**src/rtl/efr_pkg.sv**
```systemverilog
// Shared types, constants and CRC helpers for the escape frame receiver.
// No dependencies; imported by escape_frame_receiver_crc16.
`timescale 1ns / 1ps
`default_nettype none

package efr_pkg;

    typedef logic [7:0]  byte_t;
    typedef logic [15:0] crc_t;
    typedef logic [1:0]  code_t;
    typedef logic [1:0]  event_t;

    // Frame event codes
    localparam event_t EV_NONE     = 2'd0;
    localparam event_t EV_START    = 2'd1;
    localparam event_t EV_END_GOOD = 2'd2;
    localparam event_t EV_END_BAD  = 2'd3;

    // Escape byte values and their history codes
    localparam byte_t BYTE_ESC   = 8'h1B;
    localparam byte_t BYTE_START = 8'h01;
    localparam byte_t BYTE_END   = 8'h1A;
    localparam code_t CODE_OTHER = 2'd0;
    localparam code_t CODE_ESC   = 2'd1;
    localparam code_t CODE_START = 2'd2;
    localparam code_t CODE_END   = 2'd3;

    // History patterns: start escape is the full 16 bits, end escape the top 10
    localparam logic [15:0] START_PATTERN = 16'h55AA;
    localparam logic [9:0]  END_PATTERN   = 10'h157;

    // CRC seeds and reflected polynomial
    localparam crc_t X25_SEED    = 16'h6E23 ^ 16'hFFFF;
    localparam crc_t KERMIT_SEED = 16'hED50;
    localparam crc_t POLY_REFL   = 16'h8408;
    localparam crc_t CRC_XOR_OUT = 16'hFFFF;

    // Map a received byte to its 2-bit history code
    function automatic code_t byte_code(input byte_t b);
        code_t c;
        case (b)
            BYTE_ESC:   c = CODE_ESC;
            BYTE_START: c = CODE_START;
            BYTE_END:   c = CODE_END;
            default:    c = CODE_OTHER;
        endcase
        return c;
    endfunction

    // Feed one byte, LSB first, into a reflected CRC-16
    function automatic crc_t crc_feed(input crc_t crc, input byte_t b);
        crc_t c;
        c = crc ^ {8'h00, b};
        for (int i = 0; i < 8; i++) begin
            if (c[0])
            begin
                c = (c >> 1) ^ POLY_REFL;
            end
            else
            begin
                c = c >> 1;
            end
        end
        return c;
    endfunction

endpackage

`default_nettype wire

```
**src/rtl/escape_frame_receiver_crc16.sv**
```systemverilog
// Escape frame receiver with dual CRC-16 check (X-25 and Kermit).
// Depends on efr_pkg for types, escape codes and the CRC byte update.
//
// Usage:
//   Input channel (in_valid / in_ready / byte_in) takes one received byte per
//   request. Output channel (out_valid / out_ready / byte_out, byte_recorded,
//   frame_event) returns exactly one result per byte, in order.
//   frame_event: none, start escape seen, frame end with good CRC, frame end
//   with bad CRC. byte_recorded marks bytes that belong to the frame body.
// Pipeline and throughput:
//   A byte is held in the input register, where the code history, the
//   two CRC updates and the frame check are evaluated; the result is
//   registered in the result register, which drives out_valid.
//   One byte per cycle while out_ready is high, set by the byte-wide CRC update.
// Reset:
//   rst_n clears history, recording flag and held count and reseeds both CRCs;
//   both pipeline stages come up empty.
// Stall:
//   While out_ready is low the result register holds; the input register
//   holds one more byte, and in_ready then drops until the output drains.
`timescale 1ns / 1ps
`default_nettype none

module escape_frame_receiver_crc16
(
    input  wire                 clk,
    input  wire                 rst_n,
    input  wire                 in_valid,
    output logic                in_ready,
    input  wire efr_pkg::byte_t byte_in,
    output logic                out_valid,
    input  wire                 out_ready,
    output efr_pkg::byte_t      byte_out,
    output logic                byte_recorded,
    output efr_pkg::event_t     frame_event
);
    import efr_pkg::*;

    // Input register
    logic        in_valid_reg;
    byte_t       in_byte_reg;

    // Frame state
    logic [15:0] history_reg;
    logic        recording_reg;
    crc_t        crc_x25_reg;
    crc_t        crc_kermit_reg;
    byte_t       held0_reg;
    byte_t       held1_reg;
    logic [1:0]  held_count_reg;

    // Result register
    logic        out_valid_reg;
    byte_t       out_byte_reg;
    logic        out_recorded_reg;
    event_t      out_event_reg;

    // Next-state values
    logic [15:0] history_next;
    logic        recording_next;
    crc_t        crc_x25_next;
    crc_t        crc_kermit_next;
    byte_t       held0_next;
    byte_t       held1_next;
    logic [1:0]  held_count_next;
    logic        recorded_next;
    event_t      event_next;

    logic        advance;
    logic        out_free;
    logic [15:0] received;
    crc_t        x25_final;
    logic        frame_good;

    // Handshake: advance the input stage when the result register frees up
    assign out_free = !out_valid_reg || out_ready;
    assign advance  = in_valid_reg && out_free;
    assign in_ready = !in_valid_reg || advance;

    // Evaluate one byte against the frame state
    always_comb
    begin
        crc_x25_next    = crc_x25_reg;
        crc_kermit_next = crc_kermit_reg;
        held0_next      = held0_reg;
        held1_next      = held1_reg;
        held_count_next = held_count_reg;
        recording_next  = recording_reg;
        recorded_next   = 1'b0;
        event_next      = EV_NONE;

        // Record the byte, holding back the last two from the CRCs
        if (recording_reg)
        begin
            recorded_next = 1'b1;
            if (held_count_reg[1])
            begin
                crc_x25_next    = crc_feed(crc_x25_reg, held0_reg);
                crc_kermit_next = crc_feed(crc_kermit_reg, held0_reg);
                held0_next      = held1_reg;
                held1_next      = in_byte_reg;
            end
            else
            begin
                if (held_count_reg[0])
                begin
                    held1_next = in_byte_reg;
                end
                else
                begin
                    held0_next = in_byte_reg;
                end
                held_count_next = held_count_reg + 2'd1;
            end
        end

        history_next = {history_reg[13:0], byte_code(in_byte_reg)};

        // Check the frame tail against both CRC flavors
        received   = {held0_next, held1_next};
        x25_final  = crc_x25_next ^ CRC_XOR_OUT;
        frame_good = held_count_next[1]
                  && ((received == {x25_final[7:0], x25_final[15:8]})
                   || (received == crc_kermit_next));

        // Start escape restarts the frame; end escape closes it
        if (history_next == START_PATTERN)
        begin
            recording_next  = 1'b1;
            crc_x25_next    = X25_SEED;
            crc_kermit_next = KERMIT_SEED;
            held_count_next = 2'd0;
            recorded_next   = 1'b0;
            event_next      = EV_START;
        end
        else if (history_next[15:6] == END_PATTERN && recording_reg)
        begin
            recording_next = 1'b0;
            event_next     = frame_good ? EV_END_GOOD : EV_END_BAD;
        end
    end

    // Input stage control
    always_ff @(posedge clk or negedge rst_n)
    begin
        if (!rst_n)
        begin
            in_valid_reg <= 1'b0;
        end
        else if (in_ready)
        begin
            in_valid_reg <= in_valid;
        end
    end

    // Input byte capture
    always_ff @(posedge clk)
    begin
        if (in_valid && in_ready)
        begin
            in_byte_reg <= byte_in;
        end
    end

    // Frame state update
    always_ff @(posedge clk or negedge rst_n)
    begin
        if (!rst_n)
        begin
            history_reg    <= '0;
            recording_reg  <= 1'b0;
            crc_x25_reg    <= X25_SEED;
            crc_kermit_reg <= KERMIT_SEED;
            held_count_reg <= 2'd0;
        end
        else if (advance)
        begin
            history_reg    <= history_next;
            recording_reg  <= recording_next;
            crc_x25_reg    <= crc_x25_next;
            crc_kermit_reg <= crc_kermit_next;
            held_count_reg <= held_count_next;
        end
    end

    // Held body bytes
    always_ff @(posedge clk)
    begin
        if (advance)
        begin
            held0_reg <= held0_next;
            held1_reg <= held1_next;
        end
    end

    // Result valid
    always_ff @(posedge clk or negedge rst_n)
    begin
        if (!rst_n)
        begin
            out_valid_reg <= 1'b0;
        end
        else if (out_free)
        begin
            out_valid_reg <= in_valid_reg;
        end
    end

    // Result payload
    always_ff @(posedge clk)
    begin
        if (advance)
        begin
            out_byte_reg     <= in_byte_reg;
            out_recorded_reg <= recorded_next;
            out_event_reg    <= event_next;
        end
    end

    assign out_valid     = out_valid_reg;
    assign byte_out      = out_byte_reg;
    assign byte_recorded = out_recorded_reg;
    assign frame_event   = out_event_reg;

endmodule

`default_nettype wire

```
**config.mk**
```make
export PLATFORM = sky130hd
export DESIGN_NAME = escape_frame_receiver_crc16
export DESIGN_NICKNAME = d
export VERILOG_FILES = /design/src/rtl/efr_pkg.sv /design/src/rtl/escape_frame_receiver_crc16.sv
export SDC_FILE = /design/constraint.sdc
export NUM_CORES = 1
export LEC_CHECK = 0
export BUFFER_PORTS_ARGS = -buffer_cell sky130_fd_sc_hd__buf_2
export CAP_MARGIN = 20
export CORE_UTILIZATION = 23
export DETAILED_ROUTE_END_ITERATION = 10
export PLACE_DENSITY_LB_ADDON = 0.3
export REMOVE_ABC_BUFFERS = 1
export SETUP_SLACK_MARGIN = 0.3
export SYNTH_ARGS = -nofsm -noshare
export SYNTH_HDL_FRONTEND = slang
export SYNTH_SLANG_ARGS = --single-unit
```
**constraint.sdc**
```tcl
create_clock -name clk -period 4.66 [get_ports clk]
set_input_delay 0.466 -clock clk [delete_from_list [all_inputs] [get_ports clk]]
set_output_delay 0.466 -clock clk [all_outputs]
set_load 0.05 [all_outputs]
```
==> results_dict.tcl <==
set metrics [dict create \
    status "finished clean" \
    path_class "flip-flop to flip-flop" \
    ir_drop_v 0.000144 \
    dpl_cell_area_mm2 0.00524 \
    synth_ff_type "edfxtp_1" \
    first_iter_violations 219 \
    fp-row-count 52 \
    grt_setup_unrepaired "no" \
    overflow 0 \
    critPathLaunch "recording_reg" \
    hold_violations 0 \
    drc_errors 0 \
    drv_cap 0 \
    netlist_area_mm2 0.00481 \
    nNetsFinal 452 \
    cts_sinks 86 \
    dpl.hpwl_mm 8.48 \
    critPathCaptureType "flip-flop" \
    finalSetupTns_ns 0 \
    min_period_ns 3.09 \
    hold_path_class "input port to asynchronous set/reset pin" \
    finClkSkew_ns 0.00763 \
    drive_above_1_share 0.222 \
    coreArea_mm2 0.0204 \
    power_mw 1.68 \
    r2r_start "recording_reg" \
    drv_slew 0 \
    cp.arrival_ns 3.17 \
    grt_pass1_vias 3326 \
    via_count 3208 \
    cp.required_ns 4.74 \
    fin_util 0.273 \
    postRouteWirelength_mm 11.7 \
    initial_core_util 0.236 \
    ioPinCount 25 \
    synth-edff-count 35 \
    routedWlPerCell_um 16.4 \
    timing.fmax_ghz 0.323 \
    synthArstFlopShare 0.593 \
    clock_latency_ns 0.35 \
    numCtsBuffers 9 \
    dieArea_mm2 0.0215 \
    post-route-cell-area_mm2 0.00555 \
    cts_max_level 3 \
    clk_pin_slew_ns 0.07 \
    cts_tree "yes" \
    max_slew.worst_pin.slew_ns 0.878 \
    dp.cells 699 \
    synth_seq_cells 86 \
    setup_viol 0 \
    grt_first_pass_wirelength_mm 19.1 \
    die_w_um 147 \
    fin_cells 715 \
    slew_headroom 0.413 \
    routed_via_density 4.49 \
    grt_use_total 0.116 \
    cts_resized 0 \
    first_pass_iters 5 \
    power_density_mw_per_mm2 302 \
    post-cts-setup-buffers 0 \
    yosysWarnings 0 \
    insertedDiodeCount 0 \
    leakagePower_nw 2.06 \
    hold_buffers 0 \
    ctsLongestPathBuffers 2 \
    cts-root-buf "clkbuf_16" \
    syn_to_final_growth_pct 15.4 \
    cp_max_fo 23 \
    yosysSeqAreaShare 0.488 \
    cp-start-kind "flip-flop" \
    die_h_um 147 \
    post-route-period-util 0.663 \
    grt_max_degree 52 \
    synth.distinct_cells 61 \
    io_buffer_count 24 \
    syn_area_per_cell_um2 11.6 \
    syn_inst 416 \
    place_congestion 0.838 \
    antenna_found_initial 0 \
    detail-route-antenna-nets 0 \
]
-- power breakdown --
group	internal (mW)	switching, mW
Combinational	0.0193	0.0646
Sequential	0.809	0.0104
Clock	0.451	0.322
Total	1.28	0.397
-- final cells by class --
| class | instances | area [µm²] |
|---|---|---|
| Tap cell | 270 | 338 |
| Sequential cell | 86 | 2350 |
| Fill cell | 2125 | 14800 |
| Inverter | 12 | 45.0 |
| Multi-Input combinational cell | 301 | 2340 |
| Timing Repair Buffer | 30 | 165 |
| Clock buffer | 11 | 253 |
| Clock inverter | 5 | 62.6 |
-- synthesized netlist by cell type, types with 11 or more instances --
library cell   n  area [µm²]
o21ai_0       29         145
xor2_1        26         228
mux2_2        13         146
nor2_1        21        78.8
inv_1         11        41.3
nand2_1       29         109
dfrtp_1       35         876
dfstp_2       16         420
xnor2_1       54         473
edfxtp_1      35        1050
a21oi_1       20         100
o22ai_1       12        75.1
-- placed cells by master (no fill, tap or decap), types with 12 or more instances in the layout --
cell type / count
edfxtp_1: 35
a21oi_1: 20
o21ai_0: 29
o22ai_1: 12
xor2_1: 26
dfstp_2: 16
nand2_1: 29
mux2_2: 13
xnor2_1: 54
buf_2: 24
nor2_1: 21
dfrtp_1: 35
-- critical path, stage by stage, from the launching register on --
cell       delay [ns]
dfrtp_1          0.83
nand2_1          0.62
o21ai_0          0.38
xnor2_1          0.10
a211oi_1         0.20
o21ai_0          0.12
a2111oi_0        0.40
a41oi_1          0.16
-- through the flow --
stage / worst slack (ns) / hold WS, ns
after CTS: 1.61 / 0.275
final: 1.57 / 0.241
after global placement: 1.65 / 0.468
after detailed placement: 1.61 / 0.485
after global routing: 1.34 / 0.281
after floorplan: 1.46 / 0.170
-- path summary, 6_finish.rpt --
check | end | slack (ns) | cells after the start
setup / recovery | frame_event[0] | 1.57 | 7
hold / removal | crc_x25_reg[14] | 0.24 | 2
setup reg to reg | frame_event[0] | 1.57 | 7
hold reg to reg | out_valid | 0.49 | 1
max in group asynchronous | history_reg[4] | 3.94 | 2
min in group clk | in_byte_reg[3] | 0.29 | 1
-- routing by layer --
metal  routed length, µm  global-route usage  vias up
met5                   0                   0        -
met4                 260              0.0521        0
met3                 397              0.0216       17
met2                5490               0.180       71
met1                5590               0.157     1581
li1                    -                   -     1539
-- cells by family (layout without fill, tap and decap cells) --
family	Yosys count	after routing	synth area share
flip-flops	86	86	0.488
AND/OR/NAND/NOR	85	85	0.0877
XOR/XNOR	90	90	0.189
multiplexers	25	25	0.0588
buffers and inverters	29	58	0.0265
AO/OA/AOI/OAI	101	101	0.150
No activity file was read; power rests on OpenSTA's default activity.
